$ cat config.mk
export PLATFORM = sky130hd
export DESIGN_NAME = dnv_queue
export DESIGN_NICKNAME = d
export VERILOG_FILES = /design/src/hw/rtl/dnv_pkg.sv /design/src/hw/rtl/dnv_queue.sv
export SDC_FILE = /design/constraint.sdc
export NUM_CORES = 1
export LEC_CHECK = 0
export ABC_CLOCK_PERIOD_IN_PS = 1400
export BUFFER_PORTS_ARGS = -buffer_cell sky130_fd_sc_hd__buf_2
export CORE_ASPECT_RATIO = 1.4
export CORE_MARGIN = 3
export CORE_UTILIZATION = 50
export DETAILED_ROUTE_END_ITERATION = 8
export PLACE_DENSITY = 0.85
export RECOVER_POWER = 25
export SYNTH_ARGS = -nofsm -noshare
export SYNTH_HDL_FRONTEND = slang
export SYNTH_SLANG_ARGS = --single-unit
export TNS_END_PERCENT = 5
$ cat constraint.sdc
create_clock -name clock -period 1.4 [get_ports clock]
set_input_delay 0.35 -clock clock [delete_from_list [all_inputs] [get_ports clock]]
set_output_delay 0.35 -clock clock [all_outputs]
set_load 0.005 [all_outputs]
$ cat src/hw/rtl/dnv_pkg.sv
package dnv_pkg;

   localparam int CHAR_W = 16;
   localparam int LLEN_W = 7;
   localparam int NLEN_W = 9;
   localparam int SLL_W = 6;
   localparam int NLL_W = 8;
   localparam int CSR_DATA_W = 8;
   localparam int STORE_DEPTH = 128;
   localparam int STORE_AW = 7;

   localparam logic [LLEN_W-1:0] LLEN_MAX = 7'd127;
   localparam logic [NLEN_W-1:0] NLEN_MAX = 9'd511;
   localparam logic [LLEN_W-1:0] LABEL_MAX = 7'd63;
   localparam logic [SLL_W-1:0] SLL_RESET = 6'd15;
   localparam logic [NLL_W-1:0] NLL_RESET = 8'd253;

   localparam logic CSR_SINGLE_LABEL = 1'b0;
   localparam logic CSR_NAME_LENGTH = 1'b1;

   localparam logic [7:0] ASC_DOT = 8'h2E;
   localparam logic [7:0] ASC_HYPHEN = 8'h2D;
   localparam logic [7:0] ASC_UNDERSCORE = 8'h5F;
   localparam logic [7:0] ASC_X = 8'h78;
   localparam logic [7:0] ASC_N = 8'h6E;

   localparam logic [31:0] PUNY_BASE = 32'd36;
   localparam logic [31:0] PUNY_SKEW = 32'd38;
   localparam logic [31:0] PUNY_ADAPT_LIM = 32'd455;
   // reciprocals: x/700 = ((x >> 2) * M700) >> 38, x/35 = (x * (2^32 + M35_LO)) >> 38
   localparam logic [31:0] PUNY_M700 = 32'd1570730897;
   localparam logic [31:0] PUNY_M35_LO = 32'hD41D41D5;
   localparam logic [20:0] PUNY_N0 = 21'd128;
   localparam logic [9:0] PUNY_BIAS0 = 10'd72;
   localparam logic [4:0] PUNY_TMIN = 5'd1;
   localparam logic [4:0] PUNY_TMAX = 5'd26;
   localparam logic [32:0] MAX_CP = 33'h10FFFF;
   localparam logic [32:0] SUR_LO = 33'hD800;
   localparam logic [32:0] SUR_HI = 33'hDFFF;

   typedef struct packed {
      logic puny;
      logic last;
      logic bank;
      logic [5:0] len;
      logic fail;
      logic dot;
   } job_type;

   typedef struct packed {
      logic valid;
      logic bank;
   } done_type;

   function automatic logic [7:0] to_lower(input logic [7:0] c);
      to_lower = (c >= 8'h41 && c <= 8'h5A) ? (c + 8'd32) : c;
   endfunction

   // {ok, value}
   function automatic logic [6:0] digit_value(input logic [7:0] c);
      logic [7:0] l;
      l = to_lower(c);
      if (l >= 8'h61 && l <= 8'h7A) begin
         digit_value = {1'b1, 6'(l - 8'h61)};
      end else if (l >= 8'h30 && l <= 8'h39) begin
         digit_value = {1'b1, 6'(l - 8'h30 + 8'd26)};
      end else begin
         digit_value = 7'd0;
      end
   endfunction

endpackage

$ cat src/hw/rtl/dnv_queue.sv
module dnv_queue (
   input  logic             clock,
   input  logic             reset,
   input  logic             push,
   input  dnv_pkg::job_type push_job,
   output logic             full,
   input  logic             pop,
   output dnv_pkg::job_type head_job,
   output logic             head_valid
);
   import dnv_pkg::*;

   job_type    slot_ff [2];
   logic       wp_ff, rp_ff;
   logic [1:0] cnt_ff;

   assign full = (cnt_ff == 2'd2);
   assign head_valid = (cnt_ff != 2'd0);
   assign head_job = slot_ff[rp_ff];

   always_ff @(posedge clock) begin
      if (push) begin
         slot_ff[wp_ff] <= push_job;
      end
   end

   always_ff @(posedge clock) begin
      if (reset) begin
         wp_ff <= 1'b0;
         rp_ff <= 1'b0;
         cnt_ff <= 2'd0;
      end else begin
         if (push) begin
            wp_ff <= ~wp_ff;
         end
         if (pop) begin
            rp_ff <= ~rp_ff;
         end
         cnt_ff <= cnt_ff + {1'b0, push} - {1'b0, pop};
      end
   end
endmodule

# Word-level counts from Yosys, hierarchy flattened
# Memories as Yosys holds them, arrays and structs flattened. A register that Yosys moved wholly into a read port is not among the register bits.
# Index checks and enable logic that the tools add are counted.
[classes] n_addsub=2 n_eq_ne=1 n_mux=4 n_bitwise=2 n_reduce_logical=1
[ops] cell="$mux W1" count=4
[ops] cell="$add A2 B1 Y2" count=1
[ops] cell="$eq A2 B2 Y1 const B" count=1
[ops] cell="$not A1 Y1" count=2
[ops] cell="$reduce_bool A2 Y1" count=1
[ops] cell="$sub A2 B1 Y2" count=1
[word_totals] register_bits=4 mem_bits_rw=22 in_bits=15 output_inout_bits=13 memories=1
[memory_table] memory="slot_ff" words=2 width=11 rd=1 rd_clocked_by_memory_dff=1 wr=1 line="dnv_queue.sv:13" rtl="job_type slot_ff [2];"

# Depth between registers and ports, before layout
[depth] depth_word=3 mapped_depth=6 depth_no_buf=6

# Worst setup path after synthesis
# Ideal clock, no wire load.
[synth_path] path_type="input to register" startpoint="in push" endpoint="mem slot_ff[0][0] (netlist name) (enable)" setup_time_ns=0.380 arrival_time_ns=0.901 setup_slack_ns=0.120 stages=1 path_cell_list="nor2b_1"
[synth_between] elab_chain_cells=2
[synth_rtl] element="from (decl)" line="dnv_queue.sv:4" rtl="input logic push,"
[synth_rtl] element="$mux W1" line="dnv_queue.sv:22" rtl="if (push) begin"
[synth_rtl] element="$mux W1 (not written as such)" line="dnv_queue.sv:23" rtl="slot_ff[wp_ff] <= push_job;"
[synth_rtl] element="to (decl)" line="dnv_queue.sv:13"
# No other way between the ends.

==> results.yml <==
run_status:
  status: "complete, but fails checks"
  violations: "negative setup slack"
global_route:
  grt_remaining_overflow: 0
  met3_usage: 0.02410
  grtUsageMet2: 0.2854
  antenna_found_initial: 0
  grt_pass1_vias: 619
  grt_max_degree: 15
  grt_pass1_wl_um: 2766
  grt_use_met1: 0.1482
  grtUsageTotal: 0.1548
  top_usage_layer: "met2"
timing:
  min_period_ns: 1.620
  rsz0062_at_grt: "yes"
  tightest_slew_ns: 0.1739
  slew_headroom: 0.8832
  holdWs_ns: 0.2163
  max_freq_mhz: 617.3
  fin_crit_sh: 1.157
  setup_slack_ns: -0.2201
  slew_violations: 0
  final-hold-violation-count: 0
  finalSetupViolCount: 11
  fin_skew_ns: 0.001207
min_path:
  hp-class: "in -> reg"
clock_tree:
  cts_setup_buffers: 0
  numCtsBuffers: 3
  htreeDepth: 1
  clkSinkCount: 27
  clockBufferDepth: 2
  clkLatencyLatePin_ns: 0.31
  postCtsHoldBufs: 0
  cts_resized: 10
  tritoncts: "done"
  cts-root-buf: "clkbuf_4"
  clk_pin_slew_worst_paths_ns: 0.13
worst_setup_path:
  crit_chain: "buf_12, mux2_4, buf_6"
  cp_top_family: "flip-flops"
  slowest_stage: "dfxtp_4"
  cp.required_ns: 1.05
  ff2ff_setup_slack_ns: 0.14
  crit_type: "reg -> out"
  end_kind: "output port"
  cp.arrival_ns: 1.27
  critPathBufInv: 2
  max_stage_delay_ns: 0.39
  start_kind: "flop"
  path_max_fanout: 10
synth:
  synth_nets: 72
  synthMuxAreaShare: 0.1534
  ys_ff_latch: 27
  synth_top_family_by_area: "multiplexers"
  synth_xor_area_frac: 0.03805
  synth.distinct_cells: 13
  seq_area_frac_synth: 0.7229
  synthCells: 55
  syn-mean-instance-area_um2: 19.13
  synth_area_um2: 1052
  synth_compound_area_frac: 0
  yosys.area_share.simple: 0.04400
  synth_warnings: 0
  synthAdderAreaFrac: 0.02378
cells_and_area:
  diodes: 0
  syn2layout_area_growth_pct: 26.16
  drive_above_1_share: 0.4773
  multi_input_area_um2: 272.8
  nNetsFinal: 106
  num-fill-cells: 155
  final-seq-area_um2: 765.7
detailed_routing:
  viasPerCell: 5.092
  drc: 0
  drt_iter0_drc: 13
  wl_per_cell_um: 16.58
  drtPass1Iterations: 3
  ant_nets: 0
  num_vias: 555
  wirelength_um: 1807
floorplanning:
  core-area_um2: 1973
  die_width_um: 44.77
  dieArea_um2: 2699
  die_h_um: 60.28
  start_util: 0.5333
  std_cell_rows: 19
  io_pins: 28
place:
  portBuffers: 27
  hpwl_um: 1416
  globalplace.congestion: 0.5985
power:
  p_total_mw: 1.597
  ir_drop_v: 0.0008727
  p_leak_nw: 0.5430
  powerDensity_nw_per_um2: 1203
flow_run:
  maxCapViolCount: 0
-- layout make-up --
type                            count  area share
Clock buffer                        4     0.01979
Inverter                            2    0.005655
Sequential cell                    27      0.5768
Timing Repair Buffer               30      0.1725
Tap cell                           21     0.01979
Multi-Input combinational cell     25      0.2055
-- cell families after synthesis --
| family | count (synthesis) |
|---|---|
| buffers and inverters | 3 |
| flip-flops | 27 |
| XOR/XNOR | 3 |
| adder cells (fa/ha/maj) | 2 |
| AND/OR/NAND/NOR | 9 |
| multiplexers | 11 |
-- per-layer routing --
layer	up-vias	wire length (um)	share of wire
met1	268	570	0.32
met2	21	1092	0.60
met4	0	27	0.015
li1	264	-	-
met5	-	0	0
met3	2	116	0.064
-- through the flow --
step / area, um^2 / setup slack (ns) / TNS, ns / std cells / utilization
2_1_floorplan: 1052 / 0.1198 / 0 / 55 / -
6_report: 1328 / -0.2201 / -2.244 / 109 / 0.6728
4_1_cts: 1321 / -0.2451 / -2.505 / 109 / 0.6696
3_5_place_dp: 1237 / 0.03534 / 0 / 105 / 0.6271
3_3_place_gp: 1237 / 0.1096 / 0 / 105 / 0.6271
5_1_grt: 1328 / -0.2726 / -2.832 / 109 / 0.6728
-- cells in the final DEF (no fill, tap or decap), drive strengths merged, types with 2 or more instances in the layout --
cell type  instances
buf               27
edfxtp            22
mux2              11
clkbuf             7
dfxtp              5
nor2               4
nor2b              3
inv                2
xnor2              2
ha                 2
-- cell usage after synthesis (all sizes together) --
| cell | count | area share |
|---|---|---|
| nor2 | 4 | 0.014 |
| buf | 1 | 0.011 |
| nor2b | 3 | 0.018 |
| dfxtp | 5 | 0.095 |
| mux2 | 11 | 0.15 |
| xnor2 | 2 | 0.017 |
| ha | 2 | 0.024 |
| xnor3 | 1 | 0.021 |
| or2 | 1 | 0.0059 |
| edfxtp | 22 | 0.63 |
| and2 | 1 | 0.0059 |
| inv | 2 | 0.0071 |
-- final timing paths --
path / start / endpoint / cells past startpoint
setup / recovery: flop / head_job[3] / 3
setup reg to reg: cnt_ff[0]$_SDFF_PP0_ / cnt_ff[1]$_SDFF_PP0_ / 6
hold reg to reg: rp_ff$_SDFFE_PP0P_ / rp_ff$_SDFFE_PP0P_ / 2
hold / removal: push_job[3] / slot_ff[0][3]$_DFFE_PP_ / 1
-- power by group --
group          leakage [nW]  total [mW]  switching, mW  internal, mW
Combinational         0.279       0.315          0.114         0.201
Clock                0.0150       0.316          0.205         0.111
Sequential            0.249       0.966         0.0307         0.936
-- registers in the layout (all words and copies together), names as in the netlist, named ones only --
signal   cells
cnt_ff       2
wp_ff        1
rp_ff        1
slot_ff     22
Power figures use the tool's default switching activity.
