File: config.mk
export PLATFORM = sky130hd
export DESIGN_NAME = dnv_ram
export DESIGN_NICKNAME = d
export VERILOG_FILES = /design/src/hw/rtl/dnv_ram.sv
export SDC_FILE = /design/constraint.sdc
export NUM_CORES = 1
export LEC_CHECK = 0
export BUFFER_PORTS_ARGS = -buffer_cell sky130_fd_sc_hd__buf_4
export CELL_PAD_IN_SITES_DETAIL_PLACEMENT = 1
export CELL_PAD_IN_SITES_GLOBAL_PLACEMENT = 1
export CORE_MARGIN = 1
export CORE_UTILIZATION = 45
export DETAILED_ROUTE_END_ITERATION = 10
export GPL_ROUTABILITY_DRIVEN = 0
export PLACE_DENSITY = 0.76
export SETUP_SLACK_MARGIN = 0.02
export SLEW_MARGIN = 20
export SYNTH_ARGS = -nofsm -noshare
export SYNTH_HDL_FRONTEND = slang
export SYNTH_SLANG_ARGS = --single-unit
File: constraint.sdc
create_clock -name clock -period 4.2 [get_ports clock]
set_clock_uncertainty 0.15 [all_clocks]
set_input_delay 0.84 -clock clock [delete_from_list [all_inputs] [get_ports clock]]
set_output_delay 0.84 -clock clock [all_outputs]
set_load 0.01 [all_outputs]
File: src/hw/rtl/dnv_ram.sv
module dnv_ram #(
   parameter int WIDTH = 8,
   parameter int DEPTH = 128
) (
   input  logic                     clock,
   input  logic                     we,
   input  logic [$clog2(DEPTH)-1:0] waddr,
   input  logic [WIDTH-1:0]         wdata,
   input  logic [$clog2(DEPTH)-1:0] raddr,
   output logic [WIDTH-1:0]         rdata
);
   logic [WIDTH-1:0] mem [DEPTH];

   always_ff @(posedge clock) begin
      if (we) begin
         mem[waddr] <= wdata;
      end
      rdata <= mem[raddr];
   end
endmodule

== Word level (Yosys, flattened, before mapping) ==
Memory sizes are Yosys's and may differ from the RTL's. A register that Yosys moved wholly into a read port is not among the register bits.
Index checks and enable logic that the tools add are counted.
Storage, ports and cells
  memories: 1
  flip-flop bits (word level): 0
  input port bits: 24
  output and inout port bits: 8
  latch bits: 0
  memory bits (writable): 1024
  ROM bits: 0
  word-level logic and storage cells: 3
Memories
  mem: words 128, bits a word 8, rd ports 1, clocked after memory_dff 1, wr ports 1, RTL line 12  | logic [WIDTH-1:0] mem [DEPTH];
Operators by class
  order comparisons: 0
  div/mod/pow operators: 0
  reduce and logical (&&, ||, !) cells: 0
  bitwise gates (word level): 0
  equality and inequality tests: 0
  multiplexer cells: 2
  shifts and indexed selects: 0
  multipliers: 0
  $add $sub $neg: 0
Operators with widths (number)
  2-to-1 mux 1 bit: 2

== Longest topological paths before layout ==
Gate-level depths: netlist (run 1).
  depth after elaboration: 2
  gate-level depth with buffers: 7
  depth with buffers taken out: 4

== Worst setup path before layout (run 1) ==
Ideal clock, no wire load.
  kind: input port to flip-flop
  start point: input port raddr[0]
  end point: register rdata[0] (read register of mem)
  stages on the path: 6
  path slack: 0.706 ns
  data required time: 3.929 ns
  buffers on the path: 2
  arrival time: 3.223 ns
  library setup time: 0.121 ns
  path through: clkbuf_1 buf_1 mux4_2 mux4_2 mux4_2 mux2_2
RTL lines
  start, declared: RTL line 9  | input logic [$clog2(DEPTH)-1:0] raddr,
  end, declared: RTL line 10  | output logic [WIDTH-1:0] rdata

==> results of run 1 <==
[cell usage after synthesis]
library cell | count | area share [%]
buf_1 | 18 | 0.17
buf_2 | 15 | 0.19
buf_4 | 11 | 0.21
buf_6 | 1 | 0.028
clkbuf_1 | 44 | 0.42
dfxtp_1 | 8 | 0.40
edfxtp_1 | 1024 | 78
mux2_2 | 8 | 0.23
mux4_2 | 336 | 19
nand2_1 | 14 | 0.13
nand2b_1 | 2 | 0.032
nand3_1 | 12 | 0.15
nand4_1 | 3 | 0.047
nor2_1 | 122 | 1.2
nor2b_1 | 7 | 0.11
nor3_1 | 9 | 0.11
or3_1 | 1 | 0.016
[state kept, by name, summed over array words and instances, names as in the netlist]
| name | count |
|---|---|
| rdata | 8 |
| mem | 1024 |
[where the power goes]
| part | leakage [uW] | internal [uW] | switching (uW) |
|---|---|---|---|
| Sequential | 0.00927 | 11400 | 34.2 |
| Clock | 0.00164 | 5310 | 3880 |
| Combinational | 0.00318 | 463 | 658 |
[final timing paths]
kind | start | endpoint | slack [ns] | depth (start not counted)
max | raddr[0] | rdata[3] | 0.96 | 7
min | raddr[5] | rdata[4] | 0.47 | 2
max reg2reg | mem[12][3] | rdata[3] | 1.54 | 4
min reg2reg | mem[68][4] | rdata[4] | 1.04 | 4
[area by class of cell]
class | count | area, um2
tap | 1155 | 1450
clock inverter | 63 | 654
multi-input combinational | 514 | 8360
timing repair buffer | 154 | 1420
fill | 7475 | 41500
sequential | 1032 | 30900
clock buffer | 128 | 2700
[per-layer routing]
metal / vias to the layer above / share of wire, % / routed length [um] / track usage [%]
li1: 7364 / - / - / -
met3: 171 / 10 / 10100 / 5.89
met4: 4 / 2.9 / 2980 / 7.17
met5: - / 0.027 / 27 / 0
met1: 10100 / 38 / 38300 / 30.8
met2: 1075 / 49 / 49700 / 37.1
[stage by stage]
stage	instance area (um2)	util, %	setup WS, ns	std cells
6_report	45500	52.3	0.964	3046
4_1_cts	45500	52.3	0.977	3046
5_1_grt	45500	52.3	0.913	3046
2_1_floorplan	39700	-	0.706	1635
3_3_place_gp	42100	48.4	0.287	2855
3_5_place_dp	42100	48.4	0.280	2855
[cells by family after synthesis]
group / after synthesis
DFF: 1032
muxes: 344
and+or+nand+nor: 170
buffers and inverters: 89
==> out/metrics.csv, run 1 <==
stage,metric,value,unit
floorplan,Die Wd,299,um
pwr,power per cell area,477,nW/um2
worst_setup_path,Worst path max stage delay,0.59,ns
layout,"leading cell types in the layout, fill and taps excluded","edfxtp_1 (1024), mux4_2 (336), buf_4 (131)",
routing,post-route ant nets,0,
clock_tree,CTS root buf,clkbuf_16,
global_route,global-route wire length before repair,145,mm
logic_synthesis,simple-gate share of the synthesized area,1.76,%
clock_tree,clock latency on the worst-skew pair,0.68,ns
sta,Slew headroom,24.1,%
sta,period utilization,77.1,%
routing,final wirelength,101,mm
sta,Final Hold Viols,0,
clock_tree,Num CTS Buffers,101,
layout,Layout area overhead,14.7,%
worst_setup_path,"Slowest-stage cell, CP",mux4_2,
outcome,outcome,finished clean,
worst_setup_path,WP data arrival,3.65,ns
floorplan,IO Count,32,
layout,layout cells sized above 1,33.9,%
routing,Via Count,18700,
global_route,gr ovfl total,0,
worst_setup_path,CP startpoint kind,input port,
routing,vias per inst,6.14,
global_route,initial antenna violation count,7,
sta,Slew Limit Fails,0,
sta,Tmin final,3.24,ns
logic_synthesis,Yosys reg bits,1032,
routing,drt pass-1 iters,5,
floorplan,Placeable Area,87000,um2
floorplan,initial core utilization,45.6,%
logic_synthesis,average size of a mapped cell,24.3,um2
clock_tree,CTS Hold Buffers Added,0,
clock_tree,clock sinks,1032,
sta,hold_ws,0.468,ns
worst_setup_path,Worst Path Max Fanout,24,
floorplan,row count,108,
logic_synthesis,Synth Net Count,1659,
sta,maximum achievable frequency,309,MHz
clock_tree,Setup Buffers After CTS,0,
global_route,gr usage total,22.9,%
global_route,vias in the first global route,19700,
routing,Avg WL per Cell,33.2,um
logic_synthesis,Cells after Synth,1635,
logic_synthesis,Synth Area in Compound Gates,0,%
sta,Slew @ Worst Pin,1.14,ns
logic_synthesis,Yosys warnings,0,
pwr,Final Power,21700,uW
floorplan,die area,89300,um2
hold_path,Hold Path Class,in -> reg,
worst_setup_path,WP data required,4.61,ns
clock_tree,"CTS clk-pin slew, worst paths",0.07,ns
routing,# DRC,0,
layout,"most common cell after layout, fill and taps aside",edfxtp_1,
worst_setup_path,most frequent cell on the critical path,mux4_2,
layout,Diodes inserted,0,
logic_synthesis,main combinational cell family by area after synthesis,multiplexers,
sta,setup TNS,0,ns
logic_synthesis,xor and xnor area share after synthesis,0,%
logic_synthesis,number of library cell types mapped by synthesis,17,
clock_tree,cts repair resizes,0,
logic_synthesis,Adder-Cell Fraction of Synth Area,0,%
logic_synthesis,mux share of post-synthesis cell area,19.3,%
layout,Final #Nets,1827,
global_route,pin count of the biggest net entering global routing,111,
clock_tree,clk buf depth,3,
sta,setup repair after global routing missed its margin,no,
pwr,Max rail drop VDD,0.515,mV
placed_design,port bufs,31,
clock_tree,H-tree depth,3,
logic_synthesis,synthesized area,39700,um2
pwr,leakage,0.0141,uW
worst_setup_path,Worst setup EP type,flop,
worst_setup_path,critical-path cell list,buf_8 -> buf_12 -> buf_12 -> mux4_2 -> mux4_2 -> mux4_2 -> mux2_2,
logic_synthesis,sequential element share of the synthesized area,77.9,%
worst_setup_path,Crit path buffers/inverters,3,
floorplan,die height,299,um
worst_setup_path,critical path class,in -> reg,
job,MaxCap Viol Count,0,
placed_design,dpl hpwl,62.3,mm
routing,initial drt markers,2541,
sta,setup violators final,0,
worst_setup_path,"CP delay by family, top",multiplexers,
clock_tree,CTS tree,yes,
Power figures use the tool's default switching activity.
==> run 2, diff against run 1 <==
Clock period 4.2 ns to 3.3 ns, I/O delays scaled along.
==> run 2 against run 1 <==
Critical path depth did not move. First-iteration DRC count decreased by 6.5%. Non-clock buffer count up 91. Via count is 0.59% higher. Die area did not move. Register-to-register slack got worse by 0.84 ns. Setup slack got worse by 0.51 ns. Clock power grew 26%. Sequential cell count stayed put. Clock-buffer cell count down 9.
==> out/metrics.csv, run 2 (same netlist as run 1, synthesis figures left out) <==
stage,metric,value,unit,change
sta,period utilization,86.1,%,
clock_tree,H-tree depth,3,,unchanged
pwr,Max rail drop VDD,0.652,mV,was 0.515 mV
job,MaxCap Viol Count,0,,unchanged
layout,max reg flops,1024,,unchanged
floorplan,row count,108,,unchanged
worst_setup_path,R2R Path Start,mem[55][1],,was mem[12][3]
hold_path,Hold Path Class,in -> reg,,unchanged
routing,Avg WL per Cell,31.8,um,was 33.2 um
clock_tree,Num CTS Buffers,102,,was 101
layout,"leading cell types in the layout, fill and taps excluded","edfxtp_1 (1024), mux4_2 (336), buf_4 (209)",,"was edfxtp_1 (1024), mux4_2 (336), buf_4 (131)"
layout,Reg area,30900,um2,unchanged
hold_path,hold path start,raddr[5],,unchanged
global_route,gr ovfl total,0,,unchanged
layout,Multi-input gate area,8350,um2,was 8360 um2
layout,Largest Register,mem,,unchanged
clock_tree,CTS tree,yes,,unchanged
worst_setup_path,Crit path buffers/inverters,3,,unchanged
routing,# DRC,0,,unchanged
routing,final wirelength,99.6,mm,was 101 mm
sta,setup repair after global routing missed its margin,no,,unchanged
sta,Slew Limit Fails,0,,unchanged
clock_tree,CTS root buf,clkbuf_16,,unchanged
worst_setup_path,"Slowest-stage cell, CP",mux4_2,,unchanged
layout,Final #Nets,1919,,was 1827
global_route,vias in the first global route,20200,,was 19700
worst_setup_path,WP data required,3.71,ns,was 4.61 ns
clock_tree,cts repair resizes,0,,unchanged
sta,Slew headroom,35.0,%,was 24.1%
clock_tree,clock sinks,1032,,unchanged
sta,Final Hold Viols,0,,unchanged
layout,Diodes inserted,0,,unchanged
layout,fill cell total of the finished layout,7445,,was 7475
routing,vias per inst,6.00,,was 6.14
global_route,global-route wire length before repair,145,mm,about the same
clock_tree,Setup Buffers After CTS,0,,unchanged
routing,drt pass-1 iters,6,,was 5
sta,hold_ws,0.275,ns,was 0.468 ns
floorplan,die area,89300,um2,unchanged
clock_tree,clk buf depth,3,,unchanged
pwr,Final Power,27600,uW,was 21700 uW
floorplan,Placeable Area,87000,um2,unchanged
routing,initial drt markers,2375,,was 2541
layout,Top Registers,"mem x1024, rdata x8",,unchanged
routing,post-route ant nets,0,,unchanged
worst_setup_path,"reg-to-reg slack, setup",0.70,ns,was 1.54 ns
floorplan,initial core utilization,45.6,%,unchanged
worst_setup_path,Worst path max stage delay,0.56,ns,was 0.59 ns
pwr,leakage,0.0146,uW,was 0.0141 uW
worst_setup_path,most frequent cell on the critical path,mux4_2,,unchanged
sta,setup violators final,0,,unchanged
sta,maximum achievable frequency,352,MHz,
clock_tree,CTS Hold Buffers Added,0,,unchanged
routing,Via Count,18800,,was 18700
floorplan,IO Count,32,,unchanged
clock_tree,clock latency on the worst-skew pair,0.70,ns,was 0.68 ns
placed_design,port bufs,31,,unchanged
pwr,power per cell area,596,nW/um2,was 477 nW/um2
global_route,gr usage total,22.7,%,was 22.9%
layout,layout cells sized above 1,37.4,%,was 33.9%
clock_tree,"CTS clk-pin slew, worst paths",0.07,ns,about the same
placed_design,Inst Count DP,2946,,was 2855
floorplan,die height,299,um,unchanged
worst_setup_path,Critical Path Source,raddr[0],,unchanged
worst_setup_path,WP data arrival,3.25,ns,was 3.65 ns
worst_setup_path,CP startpoint kind,input port,,unchanged
placed_design,dpl hpwl,62.3,mm,about the same
worst_setup_path,Worst Path Max Fanout,8,,was 24
worst_setup_path,Worst setup EP type,flop,,unchanged
sta,Tmin final,2.84,ns,
sta,Slew @ Worst Pin,0.975,ns,was 1.14 ns
global_route,initial antenna violation count,0,,was 7
worst_setup_path,"CP delay by family, top",multiplexers,,unchanged
layout,"most common cell after layout, fill and taps aside",edfxtp_1,,unchanged
worst_setup_path,critical-path cell list,buf_8 -> buf_4 -> buf_4 -> mux4_2 -> mux4_2 -> mux4_2 -> mux2_2,,was buf_8 -> buf_12 -> buf_12 -> mux4_2 -> mux4_2 -> mux4_2 -> mux2_2
global_route,pin count of the biggest net entering global routing,85,,was 111
worst_setup_path,critical path class,in -> reg,,unchanged
outcome,outcome,finished clean,,unchanged
layout,Layout area overhead,16.8,%,was 14.7%
floorplan,Die Wd,299,um,unchanged
layout,fin cells,3135,,was 3046
==> run 2: changes by cell type in the layout (fill, tap and decap cells not counted), sizes merged <==
cell      change
clkbuf        -9
clkinv        +5
clkinvlp      +4
buf          +91
bufinv        -2
==> run 2: layout make-up <==
class	instances	share of cell area, %
clock inverters	70	1.50
well taps	1155	3.12
multi-input cells	514	18.0
flip-flops and latches	1032	66.7
clock buffers	119	5.71
repair buffers	245	4.92
==> run 2: where the power goes <==
group | internal, uW | switching [uW] | total [uW] | leakage (uW)
combinational | 638 | 848 | 1490 | 0.00372
clock | 6560 | 5040 | 11600 | 0.00163
sequential | 14500 | 47.9 | 14500 | 0.00927
total | 21700 | 5940 | 27600 | 0.0146
==> run 2: worst register-to-register path: stages, from the launching register on <==
cell      delay [ns]
edfxtp_1        0.37
mux4_2          0.54
mux4_2          0.57
mux4_2          0.53
mux2_2          0.31
==> run 2: final timing paths <==
kind               to  depth (start not counted)
min          rdata[3]                          2
max reg2reg  rdata[1]                          4
max          rdata[1]                          7
min reg2reg  rdata[7]                          4
==> run 2: metal layers <==
layer  wire length (um)  GRT usage, %  up-vias
met5                  0             0        -
li1                   -             -     7544
met3               7420          3.76      153
met4               2490          6.29        0
met1              39200          30.8    10300
met2              50500          38.2      866
==> run 2: metrics by stage <==
| step | TNS [ns] | worst slack (ns) | instance area, um2 | utilization (%) |
|---|---|---|---|---|
| CTS | 0 | 0.478 | 46300 | 53.2 |
| global route | 0 | 0.434 | 46300 | 53.2 |
| global placement | -1.10 | -0.201 | 43000 | 49.4 |
| floorplan | 0 | 0.0792 | 39700 | - |
| detailed placement | -1.24 | -0.202 | 43000 | 49.4 |
| finish | 0 | 0.458 | 46300 | 53.2 |
==> run 3, diff against run 2 <==
Settings changed: MAX_ROUTING_LAYER set to met4.
==> run 3 against run 2 <==
Clock power barely moved. First-iteration DRC count is 4.0% lower. Via count down 0.24%. Sequential cell count stayed put. Sequential share of layout area unchanged. Register-to-register slack about the same. Worst hold slack worse by 0.0034 ns. Core utilization unchanged. Combinational power about the same. Critical path type unchanged. Critical endpoint unchanged. Highest routed layer unchanged.
==> out/metrics.csv, run 3 (same netlist as run 1, synthesis figures left out) <==
stage,metric,value,unit,change
outcome,outcome,finished clean,,unchanged
worst_setup_path,"CP delay by family, top",multiplexers,,unchanged
worst_setup_path,WP data arrival,3.25,ns,about the same
hold_path,Hold Crit Depth,2,,unchanged
layout,fill cell total of the finished layout,7445,,unchanged
placed_design,port bufs,31,,unchanged
sta,setup repair after global routing missed its margin,no,,unchanged
clock_tree,cts repair resizes,0,,unchanged
layout,"leading cell types in the layout, fill and taps excluded","edfxtp_1 (1024), mux4_2 (336), buf_4 (209)",,unchanged
hold_path,hold endpoint,rdata[3],,unchanged
layout,Largest Register,mem,,unchanged
layout,Layout area overhead,16.8,%,unchanged
floorplan,initial core utilization,45.6,%,unchanged
hold_path,Hold Path Class,in -> reg,,unchanged
clock_tree,clock latency on the worst-skew pair,0.69,ns,was 0.70 ns
global_route,global-route wire length before repair,145,mm,about the same
worst_setup_path,critical path class,in -> reg,,unchanged
clock_tree,Setup Buffers After CTS,0,,unchanged
sta,Slew Limit Fails,0,,unchanged
layout,Final #Nets,1919,,unchanged
pwr,Final Power,27600,uW,about the same
sta,Tmin final,2.84,ns,about the same
worst_setup_path,Worst setup EP type,flop,,unchanged
worst_setup_path,WP data required,3.71,ns,about the same
pwr,leakage,0.0146,uW,unchanged
sta,hold_ws,0.271,ns,was 0.275 ns
placed_design,dpl hpwl,62.3,mm,unchanged
routing,Via Count,18800,,about the same
layout,layout cells sized above 1,37.4,%,unchanged
floorplan,IO Count,32,,unchanged
global_route,pin count of the biggest net entering global routing,85,,unchanged
sta,Slew @ Worst Pin,0.947,ns,was 0.975 ns
worst_setup_path,Crit path buffers/inverters,3,,unchanged
global_route,gr usage total,23.4,%,was 22.7%
clock_tree,Num CTS Buffers,102,,unchanged
global_route,gr ovfl total,0,,unchanged
pwr,power per cell area,596,nW/um2,about the same
routing,Avg WL per Cell,31.8,um,about the same
sta,maximum achievable frequency,352,MHz,about the same
worst_setup_path,r2r endpoint,rdata[1],,unchanged
pwr,Max rail drop VDD,0.655,mV,was 0.652 mV
routing,vias per inst,5.99,,was 6.00
layout,"most common cell after layout, fill and taps aside",edfxtp_1,,unchanged
worst_setup_path,"Slowest-stage cell, CP",mux4_2,,unchanged
placed_design,pre-CTS WS,-0.202,ns,unchanged
worst_setup_path,"reg-to-reg slack, setup",0.71,ns,was 0.70 ns
sta,period utilization,86.1,%,about the same
global_route,vias in the first global route,20100,,was 20200
worst_setup_path,critical-path cell list,buf_8 -> buf_4 -> buf_4 -> mux4_2 -> mux4_2 -> mux4_2 -> mux2_2,,unchanged
floorplan,Die Wd,299,um,unchanged
routing,# DRC,0,,unchanged
worst_setup_path,most frequent cell on the critical path,mux4_2,,unchanged
job,MaxCap Viol Count,0,,unchanged
sta,Final WS setup,0.459,ns,was 0.458 ns
routing,post-route ant nets,0,,unchanged
layout,Top Registers,"mem x1024, rdata x8",,unchanged
clock_tree,H-tree depth,3,,unchanged
sta,Slew headroom,36.9,%,was 35.0%
hold_path,hold path start,raddr[5],,unchanged
clock_tree,CTS root buf,clkbuf_16,,unchanged
sta,setup violators final,0,,unchanged
routing,initial drt markers,2279,,was 2375
worst_setup_path,Worst path max stage delay,0.57,ns,was 0.56 ns
worst_setup_path,CP Depth,7,,unchanged
routing,final wirelength,99.6,mm,about the same
global_route,initial antenna violation count,0,,unchanged
sta,setup TNS,0,ns,unchanged
worst_setup_path,Worst Path Max Fanout,8,,unchanged
routing,drt pass-1 iters,7,,was 6
clock_tree,"CTS clk-pin slew, worst paths",0.07,ns,about the same
floorplan,row count,108,,unchanged
clock_tree,CTS Hold Buffers Added,0,,unchanged
floorplan,die height,299,um,unchanged
sta,Final Hold Viols,0,,unchanged
layout,Diodes inserted,0,,unchanged
worst_setup_path,R2R Path Start,mem[108][1],,was mem[55][1]
worst_setup_path,CP startpoint kind,input port,,unchanged
floorplan,Placeable Area,87000,um2,unchanged
clock_tree,clk buf depth,3,,unchanged
floorplan,die area,89300,um2,unchanged
clock_tree,CTS tree,yes,,unchanged
clock_tree,clock sinks,1032,,unchanged
layout,max reg flops,1024,,unchanged
worst_setup_path,R2R cell count,4,,unchanged
-- run 3: cell counts in the layout (fill, tap and decap cells not counted) --
No cell type changed its count.
-- run 3: layout make-up --
class	instances	area, um2	share of cell area, %
multi-input combinational	514	8350	18.0
clock buffer	119	2650	5.71
timing repair buffer	245	2280	4.92
tap	1155	1450	3.12
sequential	1032	30900	66.7
clock inverter	70	697	1.50
-- run 3: power breakdown --
group	internal [uW]	leakage (uW)	switching, uW	total, uW
registers	14500	0.00927	48.7	14500
clock network	6560	0.00163	5060	11600
logic	638	0.00372	848	1490
-- run 3: worst max path at each step --
stage	startpoint	end	slack, ns
global placement	raddr[0]	rdata[5]	-0.20
detailed placement	raddr[0]	rdata[5]	-0.20
CTS	raddr[0]	rdata[1]	0.48
floorplan	raddr[0]	rdata[0]	0.08
global route	raddr[0]	rdata[1]	0.44
finish	raddr[0]	rdata[1]	0.46
-- run 3: routing by layer --
layer  track usage, %  part of all wire, %  wire length [um]  vias to the layer above
met4             6.37                  2.6              2580                        0
li1                 -                    -                 -                     7540
met1             31.0                   39             39000                    10200
met2             38.1                   51             50600                      885
met5                -                    0                 0                        -
met3             3.45                  7.5              7450                      157
-- run 3: stage by stage --
step,util [%],cell area (um2),instances
6_report,53.2,46300,3135
4_1_cts,53.2,46300,3135
5_1_grt,53.2,46300,3135
3_3_place_gp,49.4,43000,2946
2_1_floorplan,-,39700,1635
3_5_place_dp,49.4,43000,2946
