==> config.mk <==
export PLATFORM = sky130hd
export DESIGN_NAME = dnv_front
export DESIGN_NICKNAME = d
export VERILOG_FILES = /design/src/hw/rtl/dnv_pkg.sv /design/src/hw/rtl/dnv_front.sv
export SDC_FILE = /design/constraint.sdc
export NUM_CORES = 1
export LEC_CHECK = 0
export ABC_CLOCK_PERIOD_IN_PS = 12800
export BUFFER_PORTS_ARGS = -buffer_cell sky130_fd_sc_hd__buf_4
export CAP_MARGIN = 20
export CELL_PAD_IN_SITES_DETAIL_PLACEMENT = 1
export CELL_PAD_IN_SITES_GLOBAL_PLACEMENT = 1
export CORE_MARGIN = 3
export CORE_UTILIZATION = 46
export CTS_BUF_LIST = sky130_fd_sc_hd__clkbuf_16
export CTS_CLUSTER_SIZE = 12
export DETAILED_ROUTE_END_ITERATION = 8
export PLACE_DENSITY = 0.95
export SYNTH_ARGS = -nofsm -noshare
export SYNTH_HDL_FRONTEND = slang
export SYNTH_SLANG_ARGS = --single-unit
==> constraint.sdc <==
create_clock -name clock -period 12.8 [get_ports clock]
set_input_delay 0.64 -clock clock [delete_from_list [all_inputs] [get_ports clock]]
set_output_delay 0.64 -clock clock [all_outputs]
set_load 0.03 [all_outputs]
==> src/hw/rtl/dnv_pkg.sv <==
package dnv_pkg;

   localparam int CHAR_W = 16;
   localparam int LLEN_W = 7;
   localparam int NLEN_W = 9;
   localparam int SLL_W = 6;
   localparam int NLL_W = 8;
   localparam int CSR_DATA_W = 8;
   localparam int STORE_DEPTH = 128;
   localparam int STORE_AW = 7;

   localparam logic [LLEN_W-1:0] LLEN_MAX = 7'd127;
   localparam logic [NLEN_W-1:0] NLEN_MAX = 9'd511;
   localparam logic [LLEN_W-1:0] LABEL_MAX = 7'd63;
   localparam logic [SLL_W-1:0] SLL_RESET = 6'd15;
   localparam logic [NLL_W-1:0] NLL_RESET = 8'd253;

   localparam logic CSR_SINGLE_LABEL = 1'b0;
   localparam logic CSR_NAME_LENGTH = 1'b1;

   localparam logic [7:0] ASC_DOT = 8'h2E;
   localparam logic [7:0] ASC_HYPHEN = 8'h2D;
   localparam logic [7:0] ASC_UNDERSCORE = 8'h5F;
   localparam logic [7:0] ASC_X = 8'h78;
   localparam logic [7:0] ASC_N = 8'h6E;

   localparam logic [31:0] PUNY_BASE = 32'd36;
   localparam logic [31:0] PUNY_SKEW = 32'd38;
   localparam logic [31:0] PUNY_ADAPT_LIM = 32'd455;
   // reciprocals: x/700 = ((x >> 2) * M700) >> 38, x/35 = (x * (2^32 + M35_LO)) >> 38
   localparam logic [31:0] PUNY_M700 = 32'd1570730897;
   localparam logic [31:0] PUNY_M35_LO = 32'hD41D41D5;
   localparam logic [20:0] PUNY_N0 = 21'd128;
   localparam logic [9:0] PUNY_BIAS0 = 10'd72;
   localparam logic [4:0] PUNY_TMIN = 5'd1;
   localparam logic [4:0] PUNY_TMAX = 5'd26;
   localparam logic [32:0] MAX_CP = 33'h10FFFF;
   localparam logic [32:0] SUR_LO = 33'hD800;
   localparam logic [32:0] SUR_HI = 33'hDFFF;

   typedef struct packed {
      logic puny;
      logic last;
      logic bank;
      logic [5:0] len;
      logic fail;
      logic dot;
   } job_type;

   typedef struct packed {
      logic valid;
      logic bank;
   } done_type;

   function automatic logic [7:0] to_lower(input logic [7:0] c);
      to_lower = (c >= 8'h41 && c <= 8'h5A) ? (c + 8'd32) : c;
   endfunction

   // {ok, value}
   function automatic logic [6:0] digit_value(input logic [7:0] c);
      logic [7:0] l;
      l = to_lower(c);
      if (l >= 8'h61 && l <= 8'h7A) begin
         digit_value = {1'b1, 6'(l - 8'h61)};
      end else if (l >= 8'h30 && l <= 8'h39) begin
         digit_value = {1'b1, 6'(l - 8'h30 + 8'd26)};
      end else begin
         digit_value = 7'd0;
      end
   endfunction

endpackage

==> src/hw/rtl/dnv_front.sv <==
module dnv_front (
   input  logic                          clock,
   input  logic                          reset,
   input  logic                          req_valid,
   output logic                          req_stall,
   input  logic [15:0]                   req_char_code,
   input  logic                          req_is_last,
   input  logic                          csr_we,
   input  logic                          csr_index,
   input  logic [7:0]                    csr_wdata,
   output dnv_pkg::job_type              job,
   output logic                          job_push,
   input  logic                          job_full,
   input  dnv_pkg::done_type             done,
   output logic                          ram_we,
   output logic [dnv_pkg::STORE_AW-1:0]  ram_waddr,
   output logic [7:0]                    ram_wdata
);
   import dnv_pkg::*;

   logic [LLEN_W-1:0] llen_ff, llen_in;
   logic [NLEN_W-1:0] nlen_ff, nlen_in;
   logic [NLEN_W-1:0] pend_ff, pend_in;
   logic              fh_ff, fh_in, lh_ff, lh_in, und_ff, und_in;
   logic [3:0]        pre_ff, pre_in;
   logic              dot_ff, dot_in, fail_ff, fail_in;
   logic              bank_ff, bank_in;
   logic [1:0]        busy_ff, busy_in;
   logic [SLL_W-1:0]  sll_ff;
   logic [NLL_W-1:0]  nll_ff;

   logic              accept, is_dot, ch_ok;
   logic [7:0]        ch_b;
   logic [1:0]        chk_a, chk_b;
   logic [NLEN_W:0]   nsum;

   // {fail, needs decode}
   function automatic logic [1:0] close_check(input logic [LLEN_W-1:0] len,
      input logic fh, input logic lh, input logic [3:0] pre, input logic und);
      logic f, p;
      f = (len == '0) || (len > LABEL_MAX) || fh || lh;
      p = 1'b0;
      if (!f && len >= 7'd4 && (&pre)) begin
         if (und || len == 7'd4) begin
            f = 1'b1;
         end else begin
            p = 1'b1;
         end
      end
      close_check = {f, p};
   endfunction

   function automatic logic prefix_match(input logic [1:0] idx, input logic [7:0] b);
      logic m;
      unique case (idx)
         2'd0: m = (to_lower(b) == ASC_X);
         2'd1: m = (to_lower(b) == ASC_N);
         default: m = (b == ASC_HYPHEN);
      endcase
      prefix_match = m;
   endfunction

   assign ch_b = req_char_code[7:0];
   assign is_dot = (req_char_code == {8'h00, ASC_DOT});
   assign ch_ok = (req_char_code[15:8] == 8'h00) &&
      ((ch_b >= 8'h61 && ch_b <= 8'h7A) || (ch_b >= 8'h41 && ch_b <= 8'h5A) ||
       (ch_b >= 8'h30 && ch_b <= 8'h39) || ch_b == ASC_HYPHEN || ch_b == ASC_UNDERSCORE);

   // hold when the job queue is full or the bank a new label may use is still being decoded
   assign req_stall = job_full || busy_ff[bank_ff] || ((pend_ff != '0) && busy_ff[~bank_ff]);
   assign accept = req_valid && !req_stall;
   assign ram_wdata = ch_b;

   always_comb begin
      llen_in = llen_ff;
      nlen_in = nlen_ff;
      pend_in = pend_ff;
      fh_in = fh_ff;
      lh_in = lh_ff;
      und_in = und_ff;
      pre_in = pre_ff;
      dot_in = dot_ff;
      fail_in = fail_ff;
      bank_in = bank_ff;
      busy_in = busy_ff;
      job = '0;
      job_push = 1'b0;
      ram_we = 1'b0;
      ram_waddr = '0;
      chk_a = '0;
      chk_b = '0;
      nsum = '0;
      if (done.valid) begin
         busy_in[done.bank] = 1'b0;
      end
      if (accept) begin
         if (is_dot) begin
            if (pend_ff != NLEN_MAX) begin
               pend_in = pend_ff + 9'd1;
            end
         end else begin
            if (pend_ff != '0) begin
               dot_in = 1'b1;
               if (pend_ff > 9'd1) begin
                  fail_in = 1'b1;
               end
               chk_a = close_check(llen_ff, fh_ff, lh_ff, pre_ff, und_ff);
               if (chk_a[1]) begin
                  fail_in = 1'b1;
               end
               if (chk_a[0]) begin
                  job_push = 1'b1;
                  job.puny = 1'b1;
                  job.bank = bank_ff;
                  job.len = llen_ff[5:0];
                  bank_in = ~bank_ff;
               end
               nsum = {1'b0, nlen_ff} + {1'b0, pend_ff};
               nlen_in = (nsum > {1'b0, NLEN_MAX}) ? NLEN_MAX : nsum[NLEN_W-1:0];
               pend_in = '0;
               llen_in = '0;
               fh_in = 1'b0;
               lh_in = 1'b0;
               und_in = 1'b0;
               pre_in = '0;
            end
            if (!ch_ok) begin
               fail_in = 1'b1;
            end
            if (llen_in < 7'd64) begin
               ram_we = 1'b1;
               ram_waddr = {bank_in, llen_in[5:0]};
            end
            if (llen_in == '0) begin
               fh_in = (ch_b == ASC_HYPHEN);
            end
            lh_in = (ch_b == ASC_HYPHEN);
            if (req_char_code == {8'h00, ASC_UNDERSCORE}) begin
               und_in = 1'b1;
            end
            if (llen_in < 7'd4) begin
               pre_in[llen_in[1:0]] = prefix_match(llen_in[1:0], ch_b);
            end
            if (llen_in != LLEN_MAX) begin
               llen_in = llen_in + 7'd1;
            end
            if (llen_in > LABEL_MAX) begin
               fail_in = 1'b1;
            end
            if (nlen_in != NLEN_MAX) begin
               nlen_in = nlen_in + 9'd1;
            end
         end
         if (req_is_last) begin
            if (nlen_in == '0) begin
               fail_in = 1'b1;
            end else begin
               chk_b = close_check(llen_in, fh_in, lh_in, pre_in, und_in);
               if (chk_b[1]) begin
                  fail_in = 1'b1;
               end
               if (chk_b[0]) begin
                  job.puny = 1'b1;
                  job.bank = bank_in;
                  job.len = llen_in[5:0];
                  bank_in = ~bank_in;
               end
            end
            if (nlen_in > {1'b0, nll_ff}) begin
               fail_in = 1'b1;
            end
            if (!dot_in && nlen_in > {3'b000, sll_ff}) begin
               fail_in = 1'b1;
            end
            job_push = 1'b1;
            job.last = 1'b1;
            job.fail = fail_in;
            job.dot = dot_in;
            llen_in = '0;
            nlen_in = '0;
            pend_in = '0;
            fh_in = 1'b0;
            lh_in = 1'b0;
            und_in = 1'b0;
            pre_in = '0;
            dot_in = 1'b0;
            fail_in = 1'b0;
         end
         if (job_push && job.puny) begin
            busy_in[job.bank] = 1'b1;
         end
      end
   end

   always_ff @(posedge clock) begin
      if (reset) begin
         llen_ff <= '0;
         nlen_ff <= '0;
         pend_ff <= '0;
         fh_ff <= 1'b0;
         lh_ff <= 1'b0;
         und_ff <= 1'b0;
         pre_ff <= '0;
         dot_ff <= 1'b0;
         fail_ff <= 1'b0;
         bank_ff <= 1'b0;
         busy_ff <= '0;
         sll_ff <= SLL_RESET;
         nll_ff <= NLL_RESET;
      end else begin
         llen_ff <= llen_in;
         nlen_ff <= nlen_in;
         pend_ff <= pend_in;
         fh_ff <= fh_in;
         lh_ff <= lh_in;
         und_ff <= und_in;
         pre_ff <= pre_in;
         dot_ff <= dot_in;
         fail_ff <= fail_in;
         bank_ff <= bank_in;
         busy_ff <= busy_in;
         if (csr_we) begin
            unique case (csr_index)
               CSR_SINGLE_LABEL: sll_ff <= csr_wdata[SLL_W-1:0];
               CSR_NAME_LENGTH: nll_ff <= csr_wdata;
               default: nll_ff <= nll_ff;
            endcase
         end
      end
   end
endmodule

After elaboration in Yosys (flattened, before gate mapping)

Index checks and enable logic that the tools add are counted.

Output and inout port bits: 29
Logic and storage cells: 232
Register bits: 51

Bitwise operators: 6
Magnitude comparators: 25
Add/subtract/negate cells: 5
Reduce and logical (&&, ||, !) cells: 46
Muxes and demuxes: 124
Equal/unequal tests: 13

Operator list:

| operator                                                           | number |
|---|---|
| 2-to-1 mux 7 bit                                                   | 17 |
| 2-to-1 mux 9 bit                                                   | 12 |
| 2-to-1 mux 1 bit                                                   | 76 |
| 2-to-1 mux 11 bit                                                  | 3 |
| 2-to-1 mux 4 bit                                                   | 7 |
| equality test 8 x 7 -> 1 bit (second input constant)               | 3 |
| > comparator 7 x 6 -> 1 bit (second input constant)                | 3 |
| logical NOT 7 bit                                                  | 3 |
| adder 9 x 1 -> 9 bit (second input constant)                       | 2 |
| inequality test 9 bit (second input constant)                      | 2 |
| equality test 16 x 6 -> 1 bit (second input constant)              | 1 |
| equality test 16 x 7 -> 1 bit (second input constant)              | 1 |
| greater-or-equal comparator 8 x 7 -> 1 bit (second input constant) | 2 |
| less-or-equal comparator 8 x 7 -> 1 bit (second input constant)    | 2 |
| logical AND 1 bit                                                  | 15 |
| equality test 7 x 3 -> 1 bit (second input constant)               | 2 |
| greater-or-equal comparator 7 x 3 -> 1 bit (second input constant) | 2 |
| logical OR 1 bit                                                   | 14 |
| adder 9 x 9 -> 10 bit                                              | 1 |
| > comparator 10 x 9 -> 1 bit (second input constant)               | 1 |
| > comparator 9 x 1 -> 1 bit (second input constant)                | 1 |
| > comparator 9 x 6 -> 1 bit                                        | 1 |
| > comparator 9 x 8 -> 1 bit                                        | 1 |
| logical NOT 9 bit                                                  | 1 |
| 32 further kinds                                                   | 46 |

Logic depth before layout (Yosys ltp)

Gate-level depths: netlist of run 1.

Depth in word-level cells: 38
Gate-level depth with buffers: 28

Least setup slack after synthesis of run 1

Ideal clock, no wire load.

Path kind: register to output
Start: reg nlen_ff[4]
End: out job[1] (netlist bit)
Buffers on the path: 0
Stages on the path, launching flop included: 26
Arrival time: 4.800 ns
Required time: 12.160 ns
Slack: 7.360 ns
Path through: dfxtp_1 ha_1 nand2_2 o31ai_4 a211o_1 nor2_1 nor2_1 ha_1 o21ai_0 a31oi_1 nand2_1 o41a_1 o31ai_2 ha_1 nor2b_1 o21a_1 o21ai_0 nand2b_1 a21oi_1 nor2b_1 o21ai_0 nand2b_1 a21oi_1 o21ai_0 a2111oi_0 a21oi_1

RTL lines:

| item                   | RTL line         | RTL |
|---|---|---|
| from (decl)            | dnv_front.sv:22  | `logic [NLEN_W-1:0] nlen_ff, nlen_in;` |
| from (signal assigned) | dnv_front.sv:212 | `nlen_ff <= nlen_in;` |
| to (decl)              | dnv_front.sv:11  | `output dnv_pkg::job_type job,` |

==> impl_metrics.yaml, run 1 <==
status:
  status: "completed"
yosys:
  yosysTopAreaCellShare_pct: 21.8
  synth_nets: 715
  ys_types: 78
  netlist_area_sq_um: 4690
  async_flop_share_pct: 0
  synth_edf_count: 0
  synth-seq-area-share_pct: 21.8
  ys.flop_type: "dfxtp_1"
  synthCells: 645
  yosysTopAreaCell: "dfxtp_1"
  yosysMostFrequentCell: "nor2_1"
  synth_seq_cells: 51
  ys_top_cells_by_area: "dfxtp_1 (22%), ha_1 (9.6%), nor2_1 (7.6%)"
  syn_area_per_cell_sq_um: 7.26
  ys_warn_count: 0
  synthTopCellsByCount: "nor2_1 (95), a21oi_1 (59), nand2_1 (52)"
floorplanning:
  die_x_um: 107
  fp.coreArea_sq_um: 9820
  start_util_pct: 47.7
  io-pin-count: 62
  die_h_um: 107
  row_count: 36
  dieArea_sq_um: 11400
cells_and_area:
  nFillCells: 1308
  final_cells: 814
  drive_gt1_share_pct: 15.0
  multi_input_area_sq_um: 3370
  seq_area_sq_um: 1020
  fin_nets: 750
  diodes: 0
  area_growth_pct: 13.5
  fin_area_sq_um: 5320
detailed_routing:
  drt_iter0_markers: 332
  wl_per_cell_um: 19.4
  via_per_inst: 6.25
  vias: 5087
  postRouteAntennaNets: 0
  drc: 0
  wl_um: 15800
  dr.pass1.iters: 5
job:
  cap_violations: 0
sta:
  rsz0062_at_grt: "false"
  finalSetupTns_ns: 0
  tightest_slew_ns: 0.972
  setup_viol: 0
  fmax_mhz: 144
  period_share_pct: 54.2
  relSlewSlack_pct: 35.0
  final-max-slew-violation-count: 0
  fin_hold_ws_ns: 0.465
  finalHoldViolations: 0
  clock_skew_ns: 0.00607
  period_minus_slack_ns: 6.93
  setup_slack_ns: 5.87
power:
  leakage_nw: 2.21
  p_per_area_nw_per_um2: 67.8
  ir_worst_vdd_uv: 69.4
clocking:
  cts_tree: "done"
  cts_hold_buffers: 0
  cts_buffers: 5
  cts.path.max_buffers: 2
  clkTransAtPathRegs_ns: 0.08
  root_buffer: "clkbuf_16"
  ctsResizeCount: 0
  cts_sinks: 51
  cts_setup_buffers: 0
  insertion_delay_ns: 0.31
  cts_max_level: 2
grt:
  use_met1_pct: 37.4
  grt_use_met3_pct: 4.39
  grt_remaining_overflow: 0
  grt_pass1_wl_um: 26400
  use_met2_pct: 47.8
  grt_pass1_vias: 5217
  grt-busiest-layer: "met2"
  grt_usage_pct: 28.3
  grt_max_degree: 52
  antenna_found_initial: 0
placed_design:
  portBuffers: 61
  gp_congestion: 0.911
  hpwl_um: 11700
  place_ws_ns: 6.30
  dp_cells: 806
  postPlaceCellArea_sq_um: 5170
worst_setup_path:
  end_kind: "primary output"
  cp-start-kind: "flip-flop"
  crit_required_ns: 12.16
  worstSetupPathType: "reg2out"
  critPathMaxFanout: 13
  crit_arrival_ns: 6.29
hold_path:
  hold_class: "reg2reg"
-- state kept, by name (all words and copies together) (netlist names) --
name / cells
bank_ff: 1
nlen_ff: 9
nll_ff: 8
busy_ff: 2
fh_ff: 1
llen_ff: 7
dot_ff: 1
und_ff: 1
fail_ff: 1
pre_ff: 4
pend_ff: 9
sll_ff: 6
lh_ff: 1
-- logic make-up after synthesis --
| group | count (synthesis) | share of synthesized area, % |
|---|---|---|
| compound gates | 196 | 28.7 |
| xor+xnor | 9 | 1.68 |
| fa+ha+maj | 37 | 10.0 |
| buf+inv | 70 | 6.41 |
| flops | 51 | 21.8 |
| mux | 3 | 0.668 |
| simple gates | 279 | 30.7 |
-- layout by cell type (no fill, tap or decap), drive strengths merged, types with 6 or more instances in the layout --
cell	n
nor2	95
buf	66
a21oi	62
nand2	53
dfxtp	51
o21ai	38
ha	36
inv	33
and3	17
nor3	16
a22oi	15
nand2b	13
a31oi	13
nand3b	12
a211o	12
and2	11
nand3	10
nor2b	10
nand4	9
a211oi	9
or3	6
-- worst max-delay path, cell delays in order, from the launching register on --
cell and delay [ns]:
dfxtp_1 0.35, inv_1 0.15, ha_1 0.21, nor4b_2 0.30, and2_1 0.56, a211o_1 0.38
nor2_1 0.10, nor2_1 0.16, ha_1 0.20, o21ai_0 0.09, a31oi_1 0.37, nand2_1 0.26
nor3_1 0.40, o31ai_2 0.17, ha_1 0.33, nor2b_1 0.14, o21a_1 0.15, o21ai_0 0.18
nand2b_1 0.08, a21oi_1 0.17, nor2b_1 0.07, o21ai_0 0.17, nand2b_1 0.08, a21oi_1 0.15
o21ai_0 0.12, a2111oi_0 0.35, a21oi_1 0.12, buf_4 0.18
-- per-layer routing --
metal	part of all wire, %	up-vias	wire length (um)
met5	0	-	0
met4	1.7	0	276
met3	6.4	29	1010
met2	48	182	7640
met1	43	2465	6860
li1	-	2411	-
-- through the flow --
step | power [mW] | utilization [%]
6_report | 0.360 | 54.2
5_1_grt | 0.374 | 54.2
4_1_cts | 0.361 | 54.1
3_5_place_dp | 0.220 | 52.6
3_3_place_gp | 0.218 | 52.6
2_1_floorplan | 0.200 | -
-- cell type report --
| cell class | instances | share of cell area [%] |
|---|---|---|
| tap | 133 | 3.13 |
| timing repair buffer | 66 | 9.32 |
| multi-input combinational | 524 | 63.3 |
| clock inverter | 3 | 0.447 |
| inverter | 32 | 2.26 |
| sequential | 51 | 19.2 |
| clock buffer | 5 | 2.35 |
-- power by group --
| part | switching (mW) | internal [mW] | leakage (nW) |
|---|---|---|---|
| logic | 0.0322 | 0.0210 | 1.72 |
| clock network | 0.0693 | 0.0734 | 0.0664 |
| registers | 0.00256 | 0.162 | 0.414 |
-- worst paths after layout --
kind              startpoint    endpoint  slack, ns  cells past startpoint
setup reg to reg  pend_ff[0]  busy_ff[0]       7.43                     18
setup / recovery  pend_ff[1]      job[1]       5.87                     27
hold reg to reg    sll_ff[5]   sll_ff[5]       0.47                      2
hold / removal     sll_ff[5]   sll_ff[5]       0.47                      2
No activity file was read; power rests on OpenSTA's default activity.
==> run 2: changes to the inputs <==
ABC_AREA = 1   (was not set)
ABC_CLOCK_PERIOD_IN_PS = 5700   (was 12800)
CORE_UTILIZATION = 38   (was 46)
PLACE_DENSITY = 0.88   (was 0.95)
clock period = 5.7 ns   (was 12.8 ns; I/O delays follow)
==> run 2 against run 1 <==
  * Die area is 26% higher
  * Hold slack got worse by 0.27 ns
  * Final area grew 6.2%
  * Synthesized area grew 5.3%
  * Clock skew up 0.0016 ns
  * Synthesized cell count up 21%
  * Power grew 140%
  * Global-route usage decreased by 6.2 points
  * Utilization shrank 9.6 points
  * Sequential share of layout area fell by 1.1 points
  * Worst setup slack got worse by 5.1 ns
==> impl_metrics.yaml, run 2 <==
worst_setup_path:
  cp_num_buf_inv: 3
  max_stage_delay_ns: 0.45
  end_kind: "primary output"
  worst_path_max_delay_cell: "dfxtp_1"
  r2r-start: "pend_ff[1]"
  critPathMaxFanout: 22
  ff2ff_path_depth: 14
  crit_required_ns: 5.41
  critical_path_cell_count: 26
  worstReg2RegEnd: "pend_ff[0]"
  cp_top_family: "simple AND/OR/NAND/NOR gates"
  ff2ff_setup_slack_ns: 1.71
  crit_arrival_ns: 4.69
  worstSetupPathType: "reg2out"
  cp-start-kind: "flip-flop"
grt:
  grt_usage_pct: 22.2
  grt_pass1_wl_um: 26300
  antenna_found_initial: 0
  grt_max_degree: 36
  grt_use_met3_pct: 2.26
  grt_remaining_overflow: 0
  use_met2_pct: 39.9
  grt-busiest-layer: "met2"
  grt_pass1_vias: 5410
  use_met1_pct: 27.7
power:
  leakage_nw: 2.71
  ir_worst_vdd_uv: 133
  finalPower_uw: 850
  p_per_area_nw_per_um2: 151
yosys:
  synth.area.mux_share_pct: 0
  synth_nets: 850
  async_flop_share_pct: 0
  ys_types: 53
  synthSimpleGateAreaFrac_pct: 40.3
  synth_top_family_by_area: "simple AND/OR/NAND/NOR gates"
  netlist_area_sq_um: 4940
  synth-seq-area-share_pct: 20.7
  ys.flop_type: "dfxtp_1"
  yosys.area_share.xor_xnor_pct: 1.60
  synthTopCellsByCount: "nand2_1 (186), inv_1 (99), nor2_1 (68)"
  yosysMostFrequentCell: "nand2_1"
  ys_warn_count: 0
  synth_edf_count: 0
  yosysTopAreaCell: "dfxtp_1"
  syn_area_per_cell_sq_um: 6.33
  synth-compound-area-share_pct: 16.0
  ys_top_cells_by_area: "dfxtp_1 (21%), nand2_1 (14%), ha_1 (9.1%)"
  synth_seq_cells: 51
  yosysTopAreaCellShare_pct: 20.7
  synthCells: 780
  synth_fa_ha_area_share_pct: 9.53
clocking:
  insertion_delay_ns: 0.30
  cts_sinks: 51
  cts_buffers: 5
  cts.path.max_buffers: 2
  cts_tree: "done"
  clkTransAtPathRegs_ns: 0.08
  cts_max_level: 2
  cts_setup_buffers: 0
  cts_hold_buffers: 0
  root_buffer: "clkbuf_16"
  ctsResizeCount: 0
sta:
  final-max-slew-violation-count: 0
  rsz0062_at_grt: "false"
  finalSetupTns_ns: 0
  finalHoldViolations: 0
  relSlewSlack_pct: 42.1
  setup_viol: 0
  period_minus_slack_ns: 4.98
  clock_skew_ns: 0.00769
  setup_slack_ns: 0.725
  tightest_slew_ns: 0.865
  fmax_mhz: 201
  period_share_pct: 87.3
cells_and_area:
  fin_nets: 895
  diodes: 0
  mostFrequentLayoutCells: "nand2_1 (186), inv_1 (99), nor2_1 (68), nand3_1 (65), buf_4 (64)"
  final_common_cell: "nand2_1"
  reg_top3: "nlen_ff: 9 flops, pend_ff: 9 flops, nll_ff: 8 flops"
  seq_area_sq_um: 1020
  area_growth_pct: 14.4
  drive_gt1_share_pct: 17.7
  fin_area_sq_um: 5650
  multi_input_area_sq_um: 3330
  nFillCells: 1762
placed_design:
  place_ws_ns: 1.15
  portBuffers: 61
  postPlaceCellArea_sq_um: 5480
  hpwl_um: 12400
  gp_congestion: 0.895
detailed_routing:
  drt_iter0_markers: 185
  postRouteAntennaNets: 0
  dr.pass1.iters: 4
  wl_per_cell_um: 15.7
  drc: 0
  wl_um: 15700
  vias: 5234
  via_per_inst: 5.24
hold_path:
  whs_path_depth: 3
  hold_class: "in2reg"
  worstHoldStart: "csr_wdata[0]"
  min_to: "nll_ff[0]"
floorplanning:
  start_util_pct: 39.0
  die_x_um: 120
  dieArea_sq_um: 14400
  fp.coreArea_sq_um: 12700
  row_count: 41
  io-pin-count: 62
  die_h_um: 120
status:
  status: "completed"
job:
  cap_violations: 0
==> run 2: worst max path at each step <==
stage	from	end	slack, ns
5_1_grt	pend_ff[0]	job[1]	0.34
6_report	pend_ff[1]	job[1]	0.72
4_1_cts	pend_ff[1]	job[1]	0.72
2_1_floorplan	pend_ff[0]	job[1]	1.61
3_3_place_gp	pend_ff[0]	job[1]	1.30
3_5_place_dp	pend_ff[0]	job[1]	1.15
==> run 2: through the flow <==
stage / hold slack [ns] / instances / utilization [%]
finish: 0.198 / 998 / 44.6
detailed placement: 0.460 / 990 / 43.3
global route: 0.213 / 998 / 44.6
CTS: 0.202 / 998 / 44.6
floorplan: 0.398 / 780 / -
global placement: 0.454 / 990 / 43.3
==> run 2: worst reg2reg max path: stages (launching register included) <==
cell	delay (ns)
dfxtp_1	0.38
inv_1	0.17
ha_1	0.19
nand2_1	0.09
nor2_4	0.13
nand2_4	0.20
nor2_1	0.22
inv_1	0.07
a21oi_1	0.16
nand3_1	0.64
inv_1	0.60
nand3_1	0.40
clkinv_1	0.31
a21oi_1	0.11
a211oi_1	0.22
==> run 2: power by group <==
part	total (mW)	switching (mW)	internal, mW
Sequential	0.368	0.00405	0.364
Combinational	0.127	0.0816	0.0453
Clock	0.355	0.148	0.208
==> run 2: cell type report <==
| class | instances | area share [%] |
|---|---|---|
| repair buffers | 64 | 8.50 |
| clock inverters | 3 | 0.775 |
| clock buffers | 5 | 2.21 |
| inverters | 116 | 7.71 |
| multi-input cells | 587 | 58.9 |
| well taps | 172 | 3.81 |
| flip-flops and latches | 51 | 18.1 |
==> run 2: per-layer routing <==
| layer | vias up | part of all wire, % | wire length [um] |
|---|---|---|---|
| met3 | 28 | 2.5 | 389 |
| met1 | 2482 | 44 | 6940 |
| met4 | 0 | 2.3 | 354 |
| met2 | 82 | 51 | 7980 |
| met5 | - | 0 | 0 |
| li1 | 2642 | - | - |
==> run 2: kinds of logic after synthesis <==
| kind of cell | count (synthesis) |
|---|---|
| adders and majority gates | 37 |
| and+or+nand+nor | 408 |
| AOI/OAI and AO/OA | 133 |
| xor gates and xnor gates | 9 |
| DFF | 51 |
| buffers and inverters | 142 |
==> run 3: changes to the inputs <==
CELL_PAD_IN_SITES_DETAIL_PLACEMENT = not set   (was 1)
CELL_PAD_IN_SITES_GLOBAL_PLACEMENT = not set   (was 1)
CORE_UTILIZATION = 50   (was 38)
PLACE_DENSITY = 0.83   (was 0.88)
==> run 3 against run 2 <==
  * First-iteration DRC count up 94%
  * Via count shrank 0.21%
  * Largest cell class unchanged
  * Highest routed layer unchanged
  * Power fell by 8.1%
  * Register-to-register slack gained 0.30 ns
  * Largest power group unchanged
  * Clock skew is 0.0015 ns higher
==> impl_metrics.yaml, run 3 (same netlist as run 2, synthesis figures left out) <==
status:
  status: "completed"
cells_and_area:
  diodes: 0
  multi_input_area_sq_um: 3330
  fin_nets: 895
  reg_top3: "nlen_ff: 9 flops, pend_ff: 9 flops, nll_ff: 8 flops"
  drive_gt1_share_pct: 17.5
  mostFrequentLayoutCells: "nand2_1 (186), inv_1 (99), nor2_1 (68), nand3_1 (65), buf_4 (64)"
  nFillCells: 920
  area_growth_pct: 12.6
  final_util_pct: 59.1
  seq_area_sq_um: 1020
  final_common_cell: "nand2_1"
clocking:
  cts.path.max_buffers: 2
  cts_buffers: 5
  insertion_delay_ns: 0.29
  ctsResizeCount: 0
  cts_hold_buffers: 0
  cts_setup_buffers: 0
  cts_sinks: 51
  cts_max_level: 2
  cts_tree: "done"
  clkTransAtPathRegs_ns: 0.07
  root_buffer: "clkbuf_16"
worst_setup_path:
  crit_arrival_ns: 4.57
  worstSetupPathType: "reg2out"
  critPathMaxFanout: 9
  crit_required_ns: 5.41
  cp-start-kind: "flip-flop"
  end_kind: "primary output"
grt:
  grt_usage_pct: 23.3
  grt_pass1_wl_um: 21900
  grt_pass1_vias: 4753
  grt_max_degree: 36
  antenna_found_initial: 0
  grt_remaining_overflow: 0
sta:
  setup_slack_ns: 0.843
  tightest_slew_ns: 0.601
  fmax_mhz: 206
  rsz0062_at_grt: "false"
  period_share_pct: 85.2
  setup_viol: 0
  finalHoldViolations: 0
  final-max-slew-violation-count: 0
  finalSetupTns_ns: 0
  relSlewSlack_pct: 59.9
  clock_skew_ns: 0.00920
  period_minus_slack_ns: 4.86
detailed_routing:
  vias: 5223
  via_per_inst: 5.47
  wl_per_cell_um: 13.9
  drc: 0
  postRouteAntennaNets: 0
  drt_iter0_markers: 358
  dr.pass1.iters: 5
  wl_um: 13300
floorplanning:
  start_util_pct: 52.4
  dieArea_sq_um: 11100
  die_x_um: 105
  row_count: 35
  fp.coreArea_sq_um: 9420
  die_h_um: 105
  io-pin-count: 62
job:
  cap_violations: 0
power:
  p_per_area_nw_per_um2: 141
  ir_worst_vdd_uv: 129
  leakage_nw: 2.69
placed_design:
  portBuffers: 61
  gp_congestion: 0.988
  hpwl_um: 10300
  place_ws_ns: 1.29
hold_path:
  hold_class: "in2reg"
-- run 3: layer usage --
| metal | part of all wire [%] | vias to the layer above | GRT usage, % |
|---|---|---|---|
| met5 | 0 | - | 0 |
| met4 | 2.9 | 0 | 8.34 |
| met3 | 5.8 | 29 | 2.69 |
| met2 | 48 | 196 | 39.4 |
| met1 | 44 | 2346 | 30.3 |
| li1 | - | 2652 | - |
-- run 3: worst max-delay path: stages (launching register included) --
cell and delay, ns:
dfxtp_1 0.48, ha_1 0.33, inv_1 0.08, fa_1 0.41
inv_1 0.09, nand3_1 0.07, nand2_1 0.11, xor2_1 0.21
o21ai_1 0.15, nor2_2 0.22, nand4_4 0.19, nand2_1 0.10
nand3_1 0.07, nand2_1 0.12, inv_1 0.08, ha_1 0.27
nand2_1 0.06, nor3_1 0.13, nor2_1 0.06, o21ai_0 0.17
a21oi_1 0.08, o21a_1 0.18, nand4_1 0.09, a21oi_1 0.06
a41oi_1 0.26, buf_4 0.22
-- run 3: final timing paths --
kind / end / depth (start not counted) / startpoint / slack, ns
hold / removal: nll_ff[0] / 3 / csr_wdata[0] / 0.21
hold reg to reg: pre_ff[0] / 2 / pre_ff[0] / 0.47
setup / recovery: job[1] / 25 / pend_ff[0] / 0.84
setup reg to reg: busy_ff[1] / 26 / pend_ff[1] / 2.01
-- run 3: layout make-up --
cell class | instances | area share (%)
Sequential cell | 51 | 18.4
Clock buffer | 5 | 2.25
Multi-Input combinational cell | 587 | 59.9
Clock inverter | 2 | 0.158
Timing Repair Buffer | 64 | 8.64
Tap cell | 129 | 2.90
Inverter | 116 | 7.83
-- run 3: metrics by stage --
stage	std cells	cell area, sq um	power, mW	hold slack, ns
final	954	5560	0.782	0.209
after global routing	954	5560	0.809	0.227
after CTS	954	5560	0.779	0.216
after detailed placement	947	5430	0.499	0.458
after global placement	947	5430	0.497	0.453
after floorplan	780	4940	0.454	0.398
-- run 3: power by group --
part | leakage (nW) | switching, mW | internal [mW]
clock | 0.0671 | 0.131 | 0.158
combinational | 2.21 | 0.0787 | 0.0452
sequential | 0.414 | 0.00415 | 0.365
